`src/design/bb3_pkg.sv`:
```
`default_nettype none

package bb3_pkg;

  localparam int MAX_WIDTH   = 1024;
  localparam int MAX_HEIGHT  = 1024;
  localparam int PIX_W       = 8;
  localparam int COORD_W     = $clog2(MAX_WIDTH);
  localparam int DIM_W       = 11;
  localparam int SUM_W       = 12;
  localparam int APB_DATA_W  = 32;
  localparam int APB_ADDR_W  = 3;
  localparam int QUEUE_DEPTH = 4;
  localparam int QPTR_W      = $clog2(QUEUE_DEPTH);
  localparam int QCNT_W      = QPTR_W + 1;

  // floor(s / 9) as (s * 3641) >> 15, exact for any sum of nine pixels
  localparam logic [SUM_W-1:0] DIV9_MUL   = 12'd3641;
  localparam int               DIV9_SHIFT = 15;

  // register indexes
  localparam logic REG_WIDTH  = 1'b0;
  localparam logic REG_HEIGHT = 1'b1;

  // result slots one pixel can release, in delivery order
  localparam int OUT_UL = 0;  // (x-1, y-1)
  localparam int OUT_UR = 1;  // (x,   y-1), right edge
  localparam int OUT_LL = 2;  // (x-1, y),   last row
  localparam int OUT_LR = 3;  // (x,   y),   last pixel of frame
  localparam int NUM_OUTS = 4;

  typedef logic [PIX_W-1:0]   pix_t;
  typedef logic [COORD_W-1:0] coord_t;

  typedef struct packed {
    coord_t w_last;
    coord_t h_last;
  } geom_t;

  typedef struct packed {
    pix_t [2:0][2:0]     win;    // [column x-2..x][lane cur, prior, older]
    coord_t              x;
    coord_t              y;
    logic                x_one;
    logic                x_zero;
    logic                y_one;
    logic                y_zero;
    logic [NUM_OUTS-1:0] outs;
  } job_t;

  function automatic coord_t dim_last(input logic [DIM_W-1:0] v, input int maxv);
    coord_t r;
    if (v == '0) begin
      r = '0;
    end else if (v > DIM_W'(maxv)) begin
      r = COORD_W'(maxv - 1);
    end else begin
      r = COORD_W'(v - 1'b1);
    end
    return r;
  endfunction

  function automatic pix_t div9(input logic [SUM_W-1:0] s);
    logic [2*SUM_W-1:0] p;
    p = {{SUM_W{1'b0}}, s} * {{SUM_W{1'b0}}, DIV9_MUL};
    return p[DIV9_SHIFT +: PIX_W];
  endfunction

endpackage

`default_nettype wire

```
`src/design/bb3_queue.sv`:
```
`default_nettype none

module bb3_queue (
  input  logic                        clk,
  input  logic                        rst,
  input  logic                        push,
  input  bb3_pkg::job_t               job_in,
  input  logic                        pop,
  output bb3_pkg::job_t               head,
  output logic                        head_valid,
  output logic [bb3_pkg::QCNT_W-1:0]  level
);

  bb3_pkg::job_t              entries [bb3_pkg::QUEUE_DEPTH];
  logic [bb3_pkg::QPTR_W-1:0] wr_ptr;
  logic [bb3_pkg::QPTR_W-1:0] rd_ptr;

  assign head       = entries[rd_ptr];
  assign head_valid = level != '0;

  always_ff @(posedge clk) begin
    if (push) begin
      entries[wr_ptr] <= job_in;
    end
  end

  always_ff @(posedge clk) begin
    if (rst) begin
      wr_ptr <= '0;
      rd_ptr <= '0;
      level  <= '0;
    end else begin
      if (push) begin
        wr_ptr <= wr_ptr + 1'b1;
      end
      if (pop) begin
        rd_ptr <= rd_ptr + 1'b1;
      end
      case ({push, pop})
        2'b10:   level <= level + 1'b1;
        2'b01:   level <= level - 1'b1;
        default: level <= level;
      endcase
    end
  end

endmodule

`default_nettype wire

```
`config.mk`:
```
export PLATFORM = sky130hd
export DESIGN_NAME = bb3_queue
export DESIGN_NICKNAME = d
export VERILOG_FILES = /design/src/design/bb3_pkg.sv /design/src/design/bb3_queue.sv
export SDC_FILE = /design/constraint.sdc
export NUM_CORES = 1
export LEC_CHECK = 0
export BUFFER_PORTS_ARGS = -buffer_cell sky130_fd_sc_hd__buf_2
export CAP_MARGIN = 20
export CORE_MARGIN = 2
export CORE_UTILIZATION = 36
export DETAILED_ROUTE_END_ITERATION = 7
export PLACE_DENSITY = 0.53
export SLEW_MARGIN = 10
export SYNTH_ARGS = -nofsm -noshare
export SYNTH_HDL_FRONTEND = slang
export SYNTH_SLANG_ARGS = --single-unit
```
`constraint.sdc`:
```
create_clock -name clk -period 3.2 [get_ports clk]
set_clock_uncertainty 0.2 [all_clocks]
set_input_delay 0.16 -clock clk [delete_from_list [all_inputs] [get_ports clk]]
set_output_delay 0.16 -clock clk [all_outputs]
set_load 0.01 [all_outputs]
```
== Yosys cells after proc, flatten, opt, wreduce, memory -nomap -nowiden ==
Memory sizes are Yosys's and may differ from the RTL's. A register that Yosys moved wholly into a read port is not among the register bits.
Index checks and enable logic that the tools add are counted.

* $add $sub $neg: 4
* Eq/ne operators: 2
* Muxes and demuxes: 5
* Reduce and logical (&&, ||, !) cells: 2

{| class="wikitable"
|+ Operators with widths
! operator !! number
|-
| $pmux W3 S2 || 1
|-
| $add A2 B1 Y2 const B || 2
|-
| $mux W2 || 2
|-
| $add A3 B1 Y3 const B || 1
|-
| $reduce_bool A3 Y1 || 1
|-
| $sub A3 B1 Y3 const B || 1
|-
| $eq A2 B1 Y1 const B || 1
|-
| $eq A2 B2 Y1 const B || 1
|-
| $mux W1 || 2
|-
| $reduce_bool A2 Y1 || 1
|}

* Flip-flop bits (word level): 7
* RAM bits: 400
* Bits of input ports: 104
* Output and inout port bits: 104
* Logic and storage cells: 17
* Memories kept: 1

{| class="wikitable"
|+ Memories
! name !! depth !! bits a word !! read ports !! clocked after memory_dff !! write ports !! line !! source
|-
| entries || 4 || 100 || 1 || 1 || 1 || bb3_queue.sv:14 || <nowiki>bb3_pkg::job_t entries [bb3_pkg::QUEUE_DEPTH];</nowiki>
|}

== Longest topological paths before layout ==
* Depth in word-level cells: 3
* Depth in mapped cells: 7
* Depth with buffers taken out: 7

== Least setup slack after synthesis ==
No wires, ideal clock.

* Kind: register to register
* Start point: register wr_ptr[0] (netlist name)
* End point: memory entries[0][0] (netlist name) (enable)
* Library setup time: 0.470 ns
* Arrival time: 2.854 ns
* Data required time: 2.530 ns
* Slack: -0.323 ns
* Stages on the path, launching flop included: 4
* Buffers on the path: 0
* Clock period less this slack: 3.523 ns
* Cells stage by stage: dfxtp_1 -> inv_1 -> ha_1 -> and2_1

{| class="wikitable"
|+ RTL lines
! what !! line !! source
|-
| start, declared || bb3_queue.sv:15 || <nowiki>logic [bb3_pkg::QPTR_W-1:0] wr_ptr;</nowiki>
|-
| start signal, assigned || bb3_queue.sv:34 || <nowiki>wr_ptr <= wr_ptr + 1'b1;</nowiki>
|-
| end, declared || bb3_queue.sv:14 ||
|}

Straight into the memory's write port.

==> flow_metrics.tcl <==
set metrics [dict create \
    worst-path-buf-inv 2 \
    wire_per_inst_um 20.3 \
    critPathMaxFanout 20 \
    number_of_buffers_inserted_during_clock_tree_synthesis 44 \
    ctsLongestPathBuffers 3 \
    p_leak_nw 6.46 \
    worst_hold_path_type "in -> reg" \
    areaGrowthSynthToFinish_pct 27.4 \
    first_global_vias 7781 \
    yosys-top-cells-area "sky130_fd_sc_hd__edfxtp_1, sky130_fd_sc_hd__mux4_2, sky130_fd_sc_hd__buf_12" \
    cts_root_buffer "sky130_fd_sc_hd__clkbuf_16" \
    post-cts-setup-buffer-count 0 \
    yosysTopAreaCellShare_pct 80.3 \
    finalMaxSlewViolations 0 \
    worst_ir_drop_vdd_mv 0.417 \
    clock.fmax_mhz 385 \
    syn-instance-count 568 \
    setup_viol 0 \
    slowest_stage "sky130_fd_sc_hd__mux4_2" \
    drt_wl_total_mm 30.0 \
    final_worst_path_period_need_ps 2600 \
    internal_power_w 0.00963 \
    final_min_period_over_clock_period_pct 81.2 \
    grt_start_max_net_pins 52 \
    via_density_per_instance 4.80 \
    layout-drive-gt1-share_pct 40.5 \
    combinationalPowerShare_pct 10.0 \
    final_routed_drc_violation_total 0 \
    postSynthNetCount 678 \
    synth_sequential_area_ratio_pct 81.5 \
    power.switching_fraction_pct 21.6 \
    drc_marker_count_from_the_first_detailed_route_iteration 400 \
    route.antenna.remaining_nets 0 \
    port_buffers 207 \
    syn_area_sq_um 15000 \
    die_area_sq_um 43200 \
    most-common-layout-cells "sky130_fd_sc_hd__edfxtp_1, sky130_fd_sc_hd__buf_2, sky130_fd_sc_hd__dlygate4sd3_1, sky130_fd_sc_hd__mux4_2, sky130_fd_sc_hd__clkbuf_16" \
    floorplan.initialDensity_pct 36.6 \
    clkSlewWorstSetupHoldPaths_ps 60 \
    std_cell_rows 74 \
    sequentialPowerShare_pct 50.7 \
    timing.critical_path.cells "buf_4 > mux4_2 > buf_2" \
    die-height_um 208 \
    grt_overflow_total 0 \
    grt_util_all_layers_pct 14.0 \
    ys_ff_latch 409 \
    timing.setup.critical_path_class "reg -> out" \
    power_per_cell_area_nw_per_um2 644 \
    worst_slew_pin_slew_ps 628 \
    final.hold.worst_slack_ps 159 \
    synth_area_per_cell_sq_um 26.3 \
    global_route_wire_length_before_repair_mm 46.2 \
    synth_top_cell_by_area "sky130_fd_sc_hd__edfxtp_1" \
    num_antenna_cells 0 \
    grt_setup_unrepaired "no" \
    cp.required_ps 2840 \
    mostFrequentLayoutCell "sky130_fd_sc_hd__edfxtp_1" \
    switching_power_w 0.00265 \
    timing.slew.headroom_pct 58.1 \
    routed-via-count 7103 \
    final_net_count 1029 \
    power.clock.fraction_pct 39.2 \
    maxCapViolations 0 \
    cts-htree-levels 2 \
    timing_hold_violations_final 0 \
    worst_path_dominant_cell_family "buffers and inverters" \
    post-dp-hpwl_mm 17.6 \
    initial_antenna_violation_count 1 \
    cts_sinks 409 \
    detailedRoute.firstPassIterationCount 4 \
    final.setup.tns_ps 0 \
    insertion_delay_ps 550 \
    gpl.final_weighted_congestion 0.681 \
    cts_tree "done" \
    sort_of_element_at_the_start_of_the_critical_path "flip-flop" \
    number_of_i_o_pins 208 \
    endpoint_kind "output port" \
    setup.reg_to_reg.worst_slack_ps 910 \
    yosysUniqueCellTypes 20 \
    die_w_um 208 \
    cp.arrival_ps 2240 \
    postLayoutCoreUtil_pct 46.6 \
    critical_path.max_stage_delay_ps 580 \
    synth_warnings 0 \
    outcome "finished, final reports clean" \
    floorplan.core_area_sq_um 40900 \
]
## metal layers
metal  track usage [%]  wire length (um)  vias up
met1              18.1             12700     3710
met4              3.69               545        2
met3              4.64              2150       54
met2              22.9             14600      190
li1                  -                 -     3147
met5                 0                13        -
## kinds of logic after synthesis
group	synth area share (%)
flops	81.5
mux	15.1
buf+inv	1.95
simple gates	0.477
fa+ha+maj	0.552
xor+xnor	0.293
compound gates	0.100
## power groups by stage
stage / sequential [W] / clock (W) / combinational [W]
6_report: 0.00623 / 0.00482 / 0.00123
5_1_grt: 0.00625 / 0.00516 / 0.00134
4_1_cts: 0.00623 / 0.00497 / 0.00128
3_5_place_dp: 0.00634 / 0 / 0.00117
3_3_place_gp: 0.00634 / 0 / 0.00116
2_1_floorplan: 0.00631 / 0 / 0.000709
## path summary, 6_finish.rpt
kind                                              from                        to  cells after the start
worst max-delay path                         flip-flop                  head[16]                      3
worst min-delay path                        job_in[30]  entries[2][30]$_DFFE_PP_                      2
worst max register to register   level[1]$_SDFFE_PP0P_     level[2]$_SDFFE_PP0P_                      6
worst min register to register  rd_ptr[1]$_SDFFE_PP0P_    rd_ptr[1]$_SDFFE_PP0P_                      2
## metrics by stage
step / cells / worst slack [ps] / total power (W) / cell area, sq um
finish: 1481 / 601 / 0.0123 / 19100
global route: 1481 / 434 / 0.0128 / 19100
CTS: 1481 / 498 / 0.0125 / 19100
detailed placement: 1301 / 1100 / 0.00751 / 16700
global placement: 1301 / 1130 / 0.00750 / 16700
floorplan: 568 / 782 / 0.00702 / 15000
## synthesized netlist by cell type
cell type,n
sky130_fd_sc_hd__a21oi_1,2
sky130_fd_sc_hd__and2_1,4
sky130_fd_sc_hd__buf_1,1
sky130_fd_sc_hd__buf_12,10
sky130_fd_sc_hd__buf_2,10
sky130_fd_sc_hd__buf_6,1
sky130_fd_sc_hd__clkbuf_1,1
sky130_fd_sc_hd__dfxtp_1,9
sky130_fd_sc_hd__edfxtp_1,400
sky130_fd_sc_hd__fa_1,1
sky130_fd_sc_hd__ha_1,5
sky130_fd_sc_hd__inv_1,6
sky130_fd_sc_hd__mux2i_1,1
sky130_fd_sc_hd__mux4_2,100
sky130_fd_sc_hd__nand2_1,1
sky130_fd_sc_hd__nor2_1,8
sky130_fd_sc_hd__o21ai_0,1
sky130_fd_sc_hd__or3_1,2
sky130_fd_sc_hd__xnor2_1,2
sky130_fd_sc_hd__xor2_1,3
## cell type report
class / count / area [sq um]
Clock inverter: 22 / 196
Clock buffer: 54 / 1160
Sequential cell: 409 / 12200
Inverter: 6 / 22.5
Tap cell: 532 / 666
Fill cell: 3511 / 21900
Multi-Input combinational cell: 130 / 2480
Timing Repair Buffer: 328 / 2330
## registers in the layout (all words and copies together) (netlist names), named ones only
signal,cells
entries,400
level,3
rd_ptr,2
wr_ptr,2
## worst reg2reg max path, cell delays in order, from the launching register on
cell and delay [ps]:
sky130_fd_sc_hd__dfxtp_1 380, sky130_fd_sc_hd__inv_1 80, sky130_fd_sc_hd__fa_1 430, sky130_fd_sc_hd__xor2_1 160, sky130_fd_sc_hd__or3_1 300, sky130_fd_sc_hd__a21oi_1 140, sky130_fd_sc_hd__dlygate4sd3_1 550
## what timing repair did
item,4_1_cts,5_1_grt
hold endpoints to repair,409,0
hold buffers,104,0
resized for setup,0,0
Note: power is estimated with default switching activity, not from simulation.
