**src/design/bb3_pkg.sv**
```systemverilog
`default_nettype none

package bb3_pkg;

  localparam int MAX_WIDTH   = 1024;
  localparam int MAX_HEIGHT  = 1024;
  localparam int PIX_W       = 8;
  localparam int COORD_W     = $clog2(MAX_WIDTH);
  localparam int DIM_W       = 11;
  localparam int SUM_W       = 12;
  localparam int APB_DATA_W  = 32;
  localparam int APB_ADDR_W  = 3;
  localparam int QUEUE_DEPTH = 4;
  localparam int QPTR_W      = $clog2(QUEUE_DEPTH);
  localparam int QCNT_W      = QPTR_W + 1;

  // floor(s / 9) as (s * 3641) >> 15, exact for any sum of nine pixels
  localparam logic [SUM_W-1:0] DIV9_MUL   = 12'd3641;
  localparam int               DIV9_SHIFT = 15;

  // register indexes
  localparam logic REG_WIDTH  = 1'b0;
  localparam logic REG_HEIGHT = 1'b1;

  // result slots one pixel can release, in delivery order
  localparam int OUT_UL = 0;  // (x-1, y-1)
  localparam int OUT_UR = 1;  // (x,   y-1), right edge
  localparam int OUT_LL = 2;  // (x-1, y),   last row
  localparam int OUT_LR = 3;  // (x,   y),   last pixel of frame
  localparam int NUM_OUTS = 4;

  typedef logic [PIX_W-1:0]   pix_t;
  typedef logic [COORD_W-1:0] coord_t;

  typedef struct packed {
    coord_t w_last;
    coord_t h_last;
  } geom_t;

  typedef struct packed {
    pix_t [2:0][2:0]     win;    // [column x-2..x][lane cur, prior, older]
    coord_t              x;
    coord_t              y;
    logic                x_one;
    logic                x_zero;
    logic                y_one;
    logic                y_zero;
    logic [NUM_OUTS-1:0] outs;
  } job_t;

  function automatic coord_t dim_last(input logic [DIM_W-1:0] v, input int maxv);
    coord_t r;
    if (v == '0) begin
      r = '0;
    end else if (v > DIM_W'(maxv)) begin
      r = COORD_W'(maxv - 1);
    end else begin
      r = COORD_W'(v - 1'b1);
    end
    return r;
  endfunction

  function automatic pix_t div9(input logic [SUM_W-1:0] s);
    logic [2*SUM_W-1:0] p;
    p = {{SUM_W{1'b0}}, s} * {{SUM_W{1'b0}}, DIV9_MUL};
    return p[DIV9_SHIFT +: PIX_W];
  endfunction

endpackage

`default_nettype wire

```
**src/design/bb3_res_if.sv**
```systemverilog
`default_nettype none

interface bb3_res_if;
  logic                        valid;
  logic                        ready;
  logic [bb3_pkg::PIX_W-1:0]   pixel_out;
  logic [bb3_pkg::COORD_W-1:0] out_col;
  logic [bb3_pkg::COORD_W-1:0] out_row;
  logic                        run_last;
  logic                        frame_done;

  modport source (output valid, output pixel_out, output out_col, output out_row,
                  output run_last, output frame_done, input ready);
  modport sink   (input valid, input pixel_out, input out_col, input out_row,
                  input run_last, input frame_done, output ready);
endinterface

`default_nettype wire

```
**src/design/bb3_back.sv**
```systemverilog
`default_nettype none

module bb3_back (
  input  logic          clk,
  input  logic          rst,
  input  logic          q_valid,
  input  bb3_pkg::job_t head,
  output logic          pop,
  bb3_res_if.source     results
);

  bb3_pkg::job_t                 cur;
  logic [bb3_pkg::NUM_OUTS-1:0]  rem;
  logic                          cur_valid;
  logic [bb3_pkg::NUM_OUTS-1:0]  sel;
  logic [bb3_pkg::NUM_OUTS-1:0]  rem_after;
  logic                          cx_left;
  logic                          cy_up;
  logic                          last;
  logic [1:0]                    cidx [3];
  logic [1:0]                    lidx [3];
  logic [bb3_pkg::SUM_W-1:0]     col_sum [3];
  logic [bb3_pkg::SUM_W-1:0]     total;
  logic                          issue;

  logic                          sum_valid;
  logic [bb3_pkg::SUM_W-1:0]     sum_val;
  bb3_pkg::coord_t               s_col;
  bb3_pkg::coord_t               s_row;
  logic                          s_last;
  logic                          s_done;
  logic                          sum_adv;
  logic                          out_adv;
  logic                          out_valid;

  // lowest pending slot goes next
  assign sel       = rem & (~rem + 1'b1);
  assign rem_after = rem & ~sel;
  assign last      = rem_after == '0;
  assign cx_left   = sel[bb3_pkg::OUT_UL] || sel[bb3_pkg::OUT_LL];
  assign cy_up     = sel[bb3_pkg::OUT_UL] || sel[bb3_pkg::OUT_UR];

  // clamp window columns and rows to the frame edges
  always_comb begin
    if (cx_left) begin
      cidx[0] = cur.x_one ? 2'd1 : 2'd0;
      cidx[1] = 2'd1;
      cidx[2] = 2'd2;
    end else begin
      cidx[0] = cur.x_zero ? 2'd2 : 2'd1;
      cidx[1] = 2'd2;
      cidx[2] = 2'd2;
    end
    if (cy_up) begin
      lidx[0] = cur.y_one ? 2'd1 : 2'd2;
      lidx[1] = 2'd1;
      lidx[2] = 2'd0;
    end else begin
      lidx[0] = cur.y_zero ? 2'd0 : 2'd1;
      lidx[1] = 2'd0;
      lidx[2] = 2'd0;
    end
  end

  always_comb begin
    for (int i = 0; i < 3; i++) begin
      col_sum[i] = bb3_pkg::SUM_W'(cur.win[cidx[i]][lidx[0]])
                 + bb3_pkg::SUM_W'(cur.win[cidx[i]][lidx[1]])
                 + bb3_pkg::SUM_W'(cur.win[cidx[i]][lidx[2]]);
    end
    total = col_sum[0] + col_sum[1] + col_sum[2];
  end

  assign out_adv = !out_valid || results.ready;
  assign sum_adv = !sum_valid || out_adv;
  assign issue   = cur_valid && sum_adv;
  assign pop     = q_valid && (!cur_valid || (issue && last));

  always_ff @(posedge clk) begin
    if (rst) begin
      cur_valid <= 1'b0;
      sum_valid <= 1'b0;
      out_valid <= 1'b0;
    end else begin
      if (pop) begin
        cur_valid <= 1'b1;
      end else if (issue && last) begin
        cur_valid <= 1'b0;
      end
      if (sum_adv) begin
        sum_valid <= issue;
      end
      if (out_adv) begin
        out_valid <= sum_valid;
      end
    end
  end

  always_ff @(posedge clk) begin
    if (pop) begin
      cur <= head;
      rem <= head.outs;
    end else if (issue) begin
      rem <= rem_after;
    end
    if (issue) begin
      sum_val <= total;
      s_col   <= cx_left ? cur.x - 1'b1 : cur.x;
      s_row   <= cy_up ? cur.y - 1'b1 : cur.y;
      s_last  <= last;
      s_done  <= sel[bb3_pkg::OUT_LR];
    end
    if (out_adv && sum_valid) begin
      results.pixel_out  <= bb3_pkg::div9(sum_val);
      results.out_col    <= s_col;
      results.out_row    <= s_row;
      results.run_last   <= s_last;
      results.frame_done <= s_done;
    end
  end

  assign results.valid = out_valid;

endmodule

`default_nettype wire

```
**src/flat_wrapper.sv**
```systemverilog
// flat-port wrapper written by rule: the top's interface ports become plain ports
module bb3_back_flat 
  (clk, rst, q_valid, head, pop, results_valid, results_pixel_out, results_out_col, results_out_row, results_run_last, results_frame_done, results_ready);
  bb3_res_if results_i ();
  input  logic clk;
  input  logic rst;
  input  logic q_valid;
  input  bb3_pkg::job_t head;
  output logic pop;
  output wire logic [$bits(results_i.valid)-1:0] results_valid;
  output wire logic [$bits(results_i.pixel_out)-1:0] results_pixel_out;
  output wire logic [$bits(results_i.out_col)-1:0] results_out_col;
  output wire logic [$bits(results_i.out_row)-1:0] results_out_row;
  output wire logic [$bits(results_i.run_last)-1:0] results_run_last;
  output wire logic [$bits(results_i.frame_done)-1:0] results_frame_done;
  input wire logic [$bits(results_i.ready)-1:0] results_ready;
  assign results_valid = results_i.valid;
  assign results_pixel_out = results_i.pixel_out;
  assign results_out_col = results_i.out_col;
  assign results_out_row = results_i.out_row;
  assign results_run_last = results_i.run_last;
  assign results_frame_done = results_i.frame_done;
  assign results_i.ready = results_ready;
  bb3_back u_core (.clk(clk), .rst(rst), .q_valid(q_valid), .head(head), .pop(pop), .results(results_i));
endmodule
```
**config.mk**
```make
export PLATFORM = sky130hd
export DESIGN_NAME = bb3_back_flat
export DESIGN_NICKNAME = d
export VERILOG_FILES = /design/src/design/bb3_pkg.sv /design/src/design/bb3_res_if.sv /design/src/design/bb3_back.sv /design/src/flat_wrapper.sv
export SDC_FILE = /design/constraint.sdc
export NUM_CORES = 1
export LEC_CHECK = 0
export BUFFER_PORTS_ARGS = -buffer_cell sky130_fd_sc_hd__buf_2
export CAP_MARGIN = 25
export CORE_MARGIN = 2
export CORE_UTILIZATION = 45
export DETAILED_ROUTE_END_ITERATION = 10
export MAX_ROUTING_LAYER = met4
export PLACE_DENSITY_LB_ADDON = 0.3
export SLEW_MARGIN = 25
export SYNTH_ARGS = -nofsm -noshare
export SYNTH_HDL_FRONTEND = slang
export SYNTH_SLANG_ARGS = --single-unit
```
**constraint.sdc**
```tcl
create_clock -name clk -period 6.5 [get_ports clk]
set_input_delay 0.65 -clock clk [delete_from_list [all_inputs] [get_ports clk]]
set_output_delay 0.65 -clock clk [all_outputs]
set_load 0.005 [all_outputs]
```
* Word-level counts from Yosys, hierarchy flattened
Index checks and enable logic that the tools add are counted.
** Word-level totals
- Bits in registers :: 167
- Bits in latches :: 0
- Memory bits (writable) :: 0
- Memory bits (read-only) :: 0
- Input bits :: 104
- Output and inout port bits :: 32
- Logic and storage cells :: 102
- Memories kept :: 0
** Operators by class
- $add $sub $neg :: 11
- Multiply operators :: 1
- Div/mod/pow operators :: 0
- $lt $le $gt $ge :: 6
- Equal/unequal tests :: 0
- Shift operators :: 0
- Multiplexer cells :: 36
- Bitwise logic cells :: 4
- Reduce and logical (&&, ||, !) cells :: 15
** Operator list (number)
- binary-select mux 24 bit (select 2 bit) :: 3
- binary-select mux 8 bit (select 2 bit) :: 9
- 2-to-1 mux 24 bit :: 3
- 2-to-1 mux 8 bit :: 9
- adder 12 x 8 -> 12 bit :: 3
- adder 8 x 8 -> 9 bit :: 3
- adder 12 bit :: 2
- multiplier 12 x 12 -> 23 bit, second input constant :: 1
- 2-to-1 mux 10 bit :: 2
- subtractor 10 x 1 -> 10 bit, second input constant :: 2
- less-than comparator 2 x 3 -> 1 bit, second input constant :: 6
- 2-to-1 mux 6 bit :: 2
- AND 4 bit :: 2
- 2-to-1 mux 4 bit :: 2
- NOT 4 bit :: 2
- logical OR 1 bit :: 5
- adder 4 x 1 -> 4 bit, second input constant :: 1
- logical AND 1 bit :: 4
- logical NOT 4 bit :: 1
- 2-to-1 mux 1 bit :: 4
- 2-to-1 mux 2 bit :: 2
- nonzero test 2 bit :: 2
- logical NOT 1 bit :: 3

* Depth between registers and ports, before layout
- Word-level depth :: 13
- Depth in mapped cells :: 29
- Gate-level depth less buffers :: 25

* Worst setup path after synthesis
No wires, ideal clock.
- Path kind :: register to register
- Start point :: register u_core.rem[0] (netlist name)
- End point :: register u_core.sum_val[11] (netlist name), data pin
- Library setup time :: 277 ps
- Arrival :: 5768 ps
- Required time :: 6223 ps
- Setup slack :: 455 ps
- Stages on the path, launching flop included :: 27
- Buffers on the path :: 4
- Clock period less this slack :: 6045 ps
- Cells stage by stage :: edfxtp_1 buf_2 or2_2 clkbuf_1 nand2b_1 clkbuf_1 nand2_1 buf_2 nor2_1 a211oi_1 ha_1 fa_1 a21o_1 a21oi_1 o21bai_1 a21oi_1 xor2_1 fa_1 fa_1 fa_1 inv_1 ha_1 nand2_1 o21ai_0 or4_1 o311ai_0 o21ai_0
** Between the ends
- Cells in the longest elaborated chain, start to end :: 13
- Elaborated cells between the ends (all ways) :: 35
- Classes of those cells :: 9 x add/sub; 22 x mux; 2 x bitwise; 2 x reduce/logical
** RTL lines
- start: declaration :: RTL line bb3_back.sv:13 : logic [bb3_pkg::NUM_OUTS-1:0] rem;
- start signal: assignment :: RTL line bb3_back.sv:102 : rem <= head.outs;
- start signal: assignment :: RTL line bb3_back.sv:104 : rem <= rem_after;
- NOT 4 bit :: RTL line bb3_back.sv:37 : assign sel = rem & (~rem + 1'b1);
- adder 4 x 1 -> 4 bit :: RTL line bb3_back.sv:37
- AND 4 bit * :: RTL line bb3_back.sv:37
- logical OR 1 bit :: RTL line bb3_back.sv:40 : assign cx_left = sel[bb3_pkg::OUT_UL] || sel[bb3_pkg::OUT_LL];
- 2-to-1 mux 6 bit :: RTL line bb3_back.sv:45 : if (cx_left) begin
- binary-select mux 24 bit (select 2 bit) :: RTL line bb3_back.sv:67, bb3_back.sv:68, bb3_back.sv:69
- 2-to-1 mux 24 bit (implied by the code) :: RTL line bb3_back.sv:67, bb3_back.sv:68, bb3_back.sv:69
- binary-select mux 8 bit (select 2 bit) (on tied branches) :: RTL line bb3_back.sv:67, bb3_back.sv:68
- 2-to-1 mux 8 bit (on tied branches) :: RTL line bb3_back.sv:67, bb3_back.sv:68
- adder 8 x 8 -> 9 bit :: RTL line bb3_back.sv:68 : + bb3_pkg::SUM_W'(cur.win[cidx[i]][lidx[1]])
- adder 12 x 8 -> 12 bit :: RTL line bb3_back.sv:69 : + bb3_pkg::SUM_W'(cur.win[cidx[i]][lidx[2]]);
- adder 12 bit :: RTL line bb3_back.sv:71 : total = col_sum[0] + col_sum[1] + col_sum[2];
- adder 12 bit * :: RTL line bb3_back.sv:71
- net u_core.total, one bit :: RTL line bb3_back.sv:23 : logic [bb3_pkg::SUM_W-1:0] total;
- end signal: assignment :: RTL line bb3_back.sv:107 : sum_val <= total;
- end: declaration :: RTL line bb3_back.sv:27 : logic [bb3_pkg::SUM_W-1:0] sum_val;
Mark *: on every way through the listed nets, which the timed path passes. The rest lies on a longest branch. The select of a mux whose other input is x is not followed.
A chain may end at the register's enable or synchronous reset.

* Worst setup path after layout
- Start point :: register u_core.rem[1] (netlist name)
- End point :: register u_core.sum_val[11] (netlist name), data pin
The elaborated chain is that of the path after synthesis.

==> run summary <==
Synthesis produced a netlist whose cell count is just under 1000. The final routed DRC violation total is 0. The DRC marker count from the first detailed-route iteration came out at 460. The number of buffers created by CTS is 17. In this run the vertical extent of the chip is 160.1 µm. The iteration count of the initial detailed-routing pass is 5. The worst setup path is of the flip-flop to flip-flop kind. In this run the critical register-to-register path is captured at u_core.sum_val[11]. The minimum setup slack among reg-to-reg paths is 0.47 ns.

The final layout contains routed wiring with a total length of 22540 µm. Averaged over all synthesized cells, the footprint is 11.25 µm². The number of nets in the final layout came out at 1402. The total inserted antenna cells came out at 0. The root buffer cell is sky130_fd_sc_hd__clkbuf_16. The number of levels the H-tree was split into came out at 4. The fraction of the yosys area taken by sequential cells is 0.4545. Row generation in the floorplan step produced 57 rows. The count of clock tree sinks came out at 167. The final period utilization is 0.9279. For this run, the total global-route usage over all layers was measured as 0.1889.

The final setup TNS is 0 ns. The buffer levels on the longest clock path is 2. The starting utilization of the core area is 0.4549. The floorplan step defined a die boundary enclosing 0.02564 mm².

Max-cap violations in this run came to 0. The worst setup path is captured at a flip-flop. Buffers placed on the I/O ports in this run total 135. Measured against its own limit, the worst slew margin works out to 0.5131. Data arrives at the worst endpoint at 6.20 ns. The number of distinct library cell variants in the gate-level netlist after synthesis came out at 53.

The ratio of cells with drive above 1 in the final layout came out at 0.1802. The final number of max-transition violations is 0. Routability-driven placement finished with a final weighted congestion of 0.9164. The largest stage delay on the critical path is 0.54 ns. The signal on the critical path passes through nand2b_1 > and3_2 > buf_4 > or3_1 > o221ai_1 > o21ai_0 > ha_1 > a21o_1 > a21oi_2 > o21bai_1 > a21oi_1 > xor2_1 > fa_1 > fa_1 > fa_1 > inv_1 > ha_1 > nand2_1 > o21ai_0 > or4_1 > o311ai_1 > o21ai_1. The cell count of the worst hold path is 1. For hold timing, the worst endpoint is u_core.cur[41]. At the worst endpoint, the required time is 6.67 ns. The CTS clock-pin slew for the worst setup and hold paths is 0.07 ns. The initial antenna violation count came out at 0.

The area overhead of the layout relative to synthesis came out at 16.44%. The register bit total from synthesis is 167. The clock latency on the worst-skew pair came out at 0.43 ns.

The startpoint identified for the worst hold timing path is head[41]. The maximum clock rate came out at 165.8 MHz. Setup repair after global routing left no endpoint under its margin.

The first global-routing pass estimated 37170 µm of wire. The netlist area before placement is 0.01097 mm². The worst path in the final design needs a cycle of 6.032 ns, including I/O delays and setup. TritonCTS built the clock tree. The leftover overflow at the end of global routing is 0. The I/O pin count is 136. Among all flip-flop cells after synthesis, the most frequent one is sky130_fd_sc_hd__edfxtp_1.

The largest driver fanout on the critical path is 20. The number of cells on the worst reg-to-reg path is 22. The detail-routed via count per cell came out at between 5 and 6.

The die is 160.1 µm wide. The count of flip-flops with a built-in enable after synthesis is 164. In this run the remaining antenna-violating nets after routing total 0. The worst register-to-register path begins at u_core.rem[1]. The slew at the pin with the worst max-slew slack is 0.7259 ns.

Fill cells in the final layout number 2176. The post-synthesis net count is 1247. The path class of the tightest hold or removal check is input port to flip-flop.

The final hold violation count is 0. The flow ran to the end, and the final reports show no timing, DRC or antenna violations. Entering global routing, the biggest net connects 81 pins. The number of global-route vias before repair came out at 7393. For this run, asynchronously set or reset flops after synthesis account for 0. Yosys printed 0 warnings. The average routed wire per standard cell is 15.36 µm. The slowest cell on the critical path is sky130_fd_sc_hd__fa_1. Summed over all nets, the half-perimeter wirelength after detailed placement is 18120 µm. The startpoint class of the critical path is a flip-flop. The final-report setup violation count is 0. The final clock skew came out at 0.008719 ns. The via count is between 7000 and 8000. The most numerous cell type found on the critical path is sky130_fd_sc_hd__fa_1. In this run the standard cell core region covers 0.02411 mm².
[cell type report]
cell class | instances | area [µm²] | share of cell area
clock buffer | 17 | 425.4 | 0.03331
clock inverter | 15 | 162.7 | 0.01274
inverter | 130 | 489.2 | 0.03831
multi-input combinational | 654 | 5419 | 0.4244
sequential | 167 | 4985 | 0.3904
tap | 324 | 405.4 | 0.03175
timing repair buffer | 160 | 883.3 | 0.06918
[state kept, by name, summed over array words and instances (netlist names)]
register                   count
u_core.results.run_last        1
u_core.cur                    96
u_core.sum_valid               1
u_core.s_last                  1
u_core.s_row                  10
u_core.results.out_col        10
u_core.sum_val                12
u_core.s_col                  10
u_core.results.valid           1
u_core.results.pixel_out       8
u_core.results.out_row        10
u_core.results.frame_done      1
u_core.rem                     4
u_core.cur_valid               1
u_core.s_done                  1
[cell usage in the layout, fill, tap and decap left out, drive strengths merged, types with 17 or more instances in the layout]
master,n
nor2,54
edfxtp,164
xnor2,30
clkbuf,17
inv,134
nand2,138
ha,102
o21ai,23
a21oi,53
xor2,20
buf,160
mux2i,21
fa,66
[routing by layer]
| metal | vias up | routed length (µm) | global-route usage |
|---|---|---|---|
| li1 | 3726 | - | - |
| met1 | 3480 | 10600 | 0.2528 |
| met2 | 188 | 10830 | 0.3042 |
| met3 | 18 | 827 | 0.02597 |
| met4 | 0 | 283 | 0.05324 |
| met5 | - | 0 | - |
[what timing repair did]
action,CTS,global route
hold buffers,0,0
buffers inserted,0,1
setup endpoints to repair,0,2
resized for setup,0,7
[stage by stage]
step	cells	util	instance area [µm²]	worst slack, ns	hold WS (ns)
6_report	1467	0.5297	12770	0.4684	0.3894
5_1_grt	1467	0.5297	12770	0.06934	0.3679
4_1_cts	1465	0.5274	12710	0.1823	0.3715
3_5_place_dp	1433	0.5030	12130	0.2027	0.4052
3_3_place_gp	1433	0.5030	12130	0.3735	0.4008
2_1_floorplan	975	-	10970	0.4549	0.4003
[cells in the mapped netlist (all sizes together) (2+ instances only)]
master | number | share of area
a211oi | 13 | 0.0089
a21o | 16 | 0.011
a21oi | 53 | 0.025
a221oi | 4 | 0.0032
a22oi | 7 | 0.0048
a2bb2oi | 2 | 0.0016
a31oi | 5 | 0.0029
a32o | 2 | 0.0018
and2 | 3 | 0.0017
and3 | 6 | 0.0034
and4 | 2 | 0.0016
buf | 9 | 0.0039
clkbuf | 15 | 0.0051
dfxtp | 3 | 0.0055
edfxtp | 164 | 0.45
fa | 66 | 0.12
ha | 102 | 0.12
inv | 130 | 0.044
mux2i | 21 | 0.019
nand2 | 138 | 0.047
nand2b | 4 | 0.0023
nand3 | 12 | 0.0055
nand4 | 2 | 0.0011
nor2 | 54 | 0.018
nor2b | 4 | 0.0023
nor3 | 14 | 0.0064
nor3b | 2 | 0.0014
nor4 | 7 | 0.0040
o211ai | 2 | 0.0014
o21ai | 23 | 0.010
o21bai | 4 | 0.0027
o221ai | 6 | 0.0048
o22ai | 9 | 0.0051
o41ai | 4 | 0.0032
or2 | 2 | 0.0011
or3 | 3 | 0.0017
or4 | 2 | 0.0014
xnor2 | 30 | 0.024
xor2 | 20 | 0.016
[cell families (layout without fill, tap and decap cells)]
logic type,count (synthesis),after routing,share of synthesized area
AOI/OAI and AO/OA,158,158,0.09447
buffers and inverters,154,322,0.05351
xor gates and xnor gates,50,50,0.03993
adders and majority gates,169,169,0.2378
DFF,167,167,0.4545
muxes,22,22,0.02019
and+or+nand+nor,255,255,0.09960
[worst max-delay path by stage]
stage | startpoint | end | slack [ns]
4_1_cts | u_core.rem[1] | u_core.sum_val[11] | 0.18
2_1_floorplan | u_core.rem[0] | u_core.sum_val[11] | 0.45
6_report | u_core.rem[1] | u_core.sum_val[11] | 0.47
3_3_place_gp | u_core.rem[1] | u_core.sum_val[11] | 0.37
5_1_grt | u_core.rem[1] | u_core.sum_val[11] | 0.07
3_5_place_dp | u_core.rem[1] | u_core.sum_val[11] | 0.20
[worst max-delay path: cells and delay by family (launching register included)]
| family | cells | cell delay, ns |
|---|---|---|
| flops | 1 | 0.44 |
| buf+inv | 2 | 0.26 |
| xor+xnor | 1 | 0.21 |
| simple gates | 5 | 1.36 |
| fa+ha+maj | 5 | 2.21 |
| compound gates | 9 | 1.26 |
Power is not shown: default switching activity piles up to over one toggle a cycle in this logic, so the estimate is an artifact.
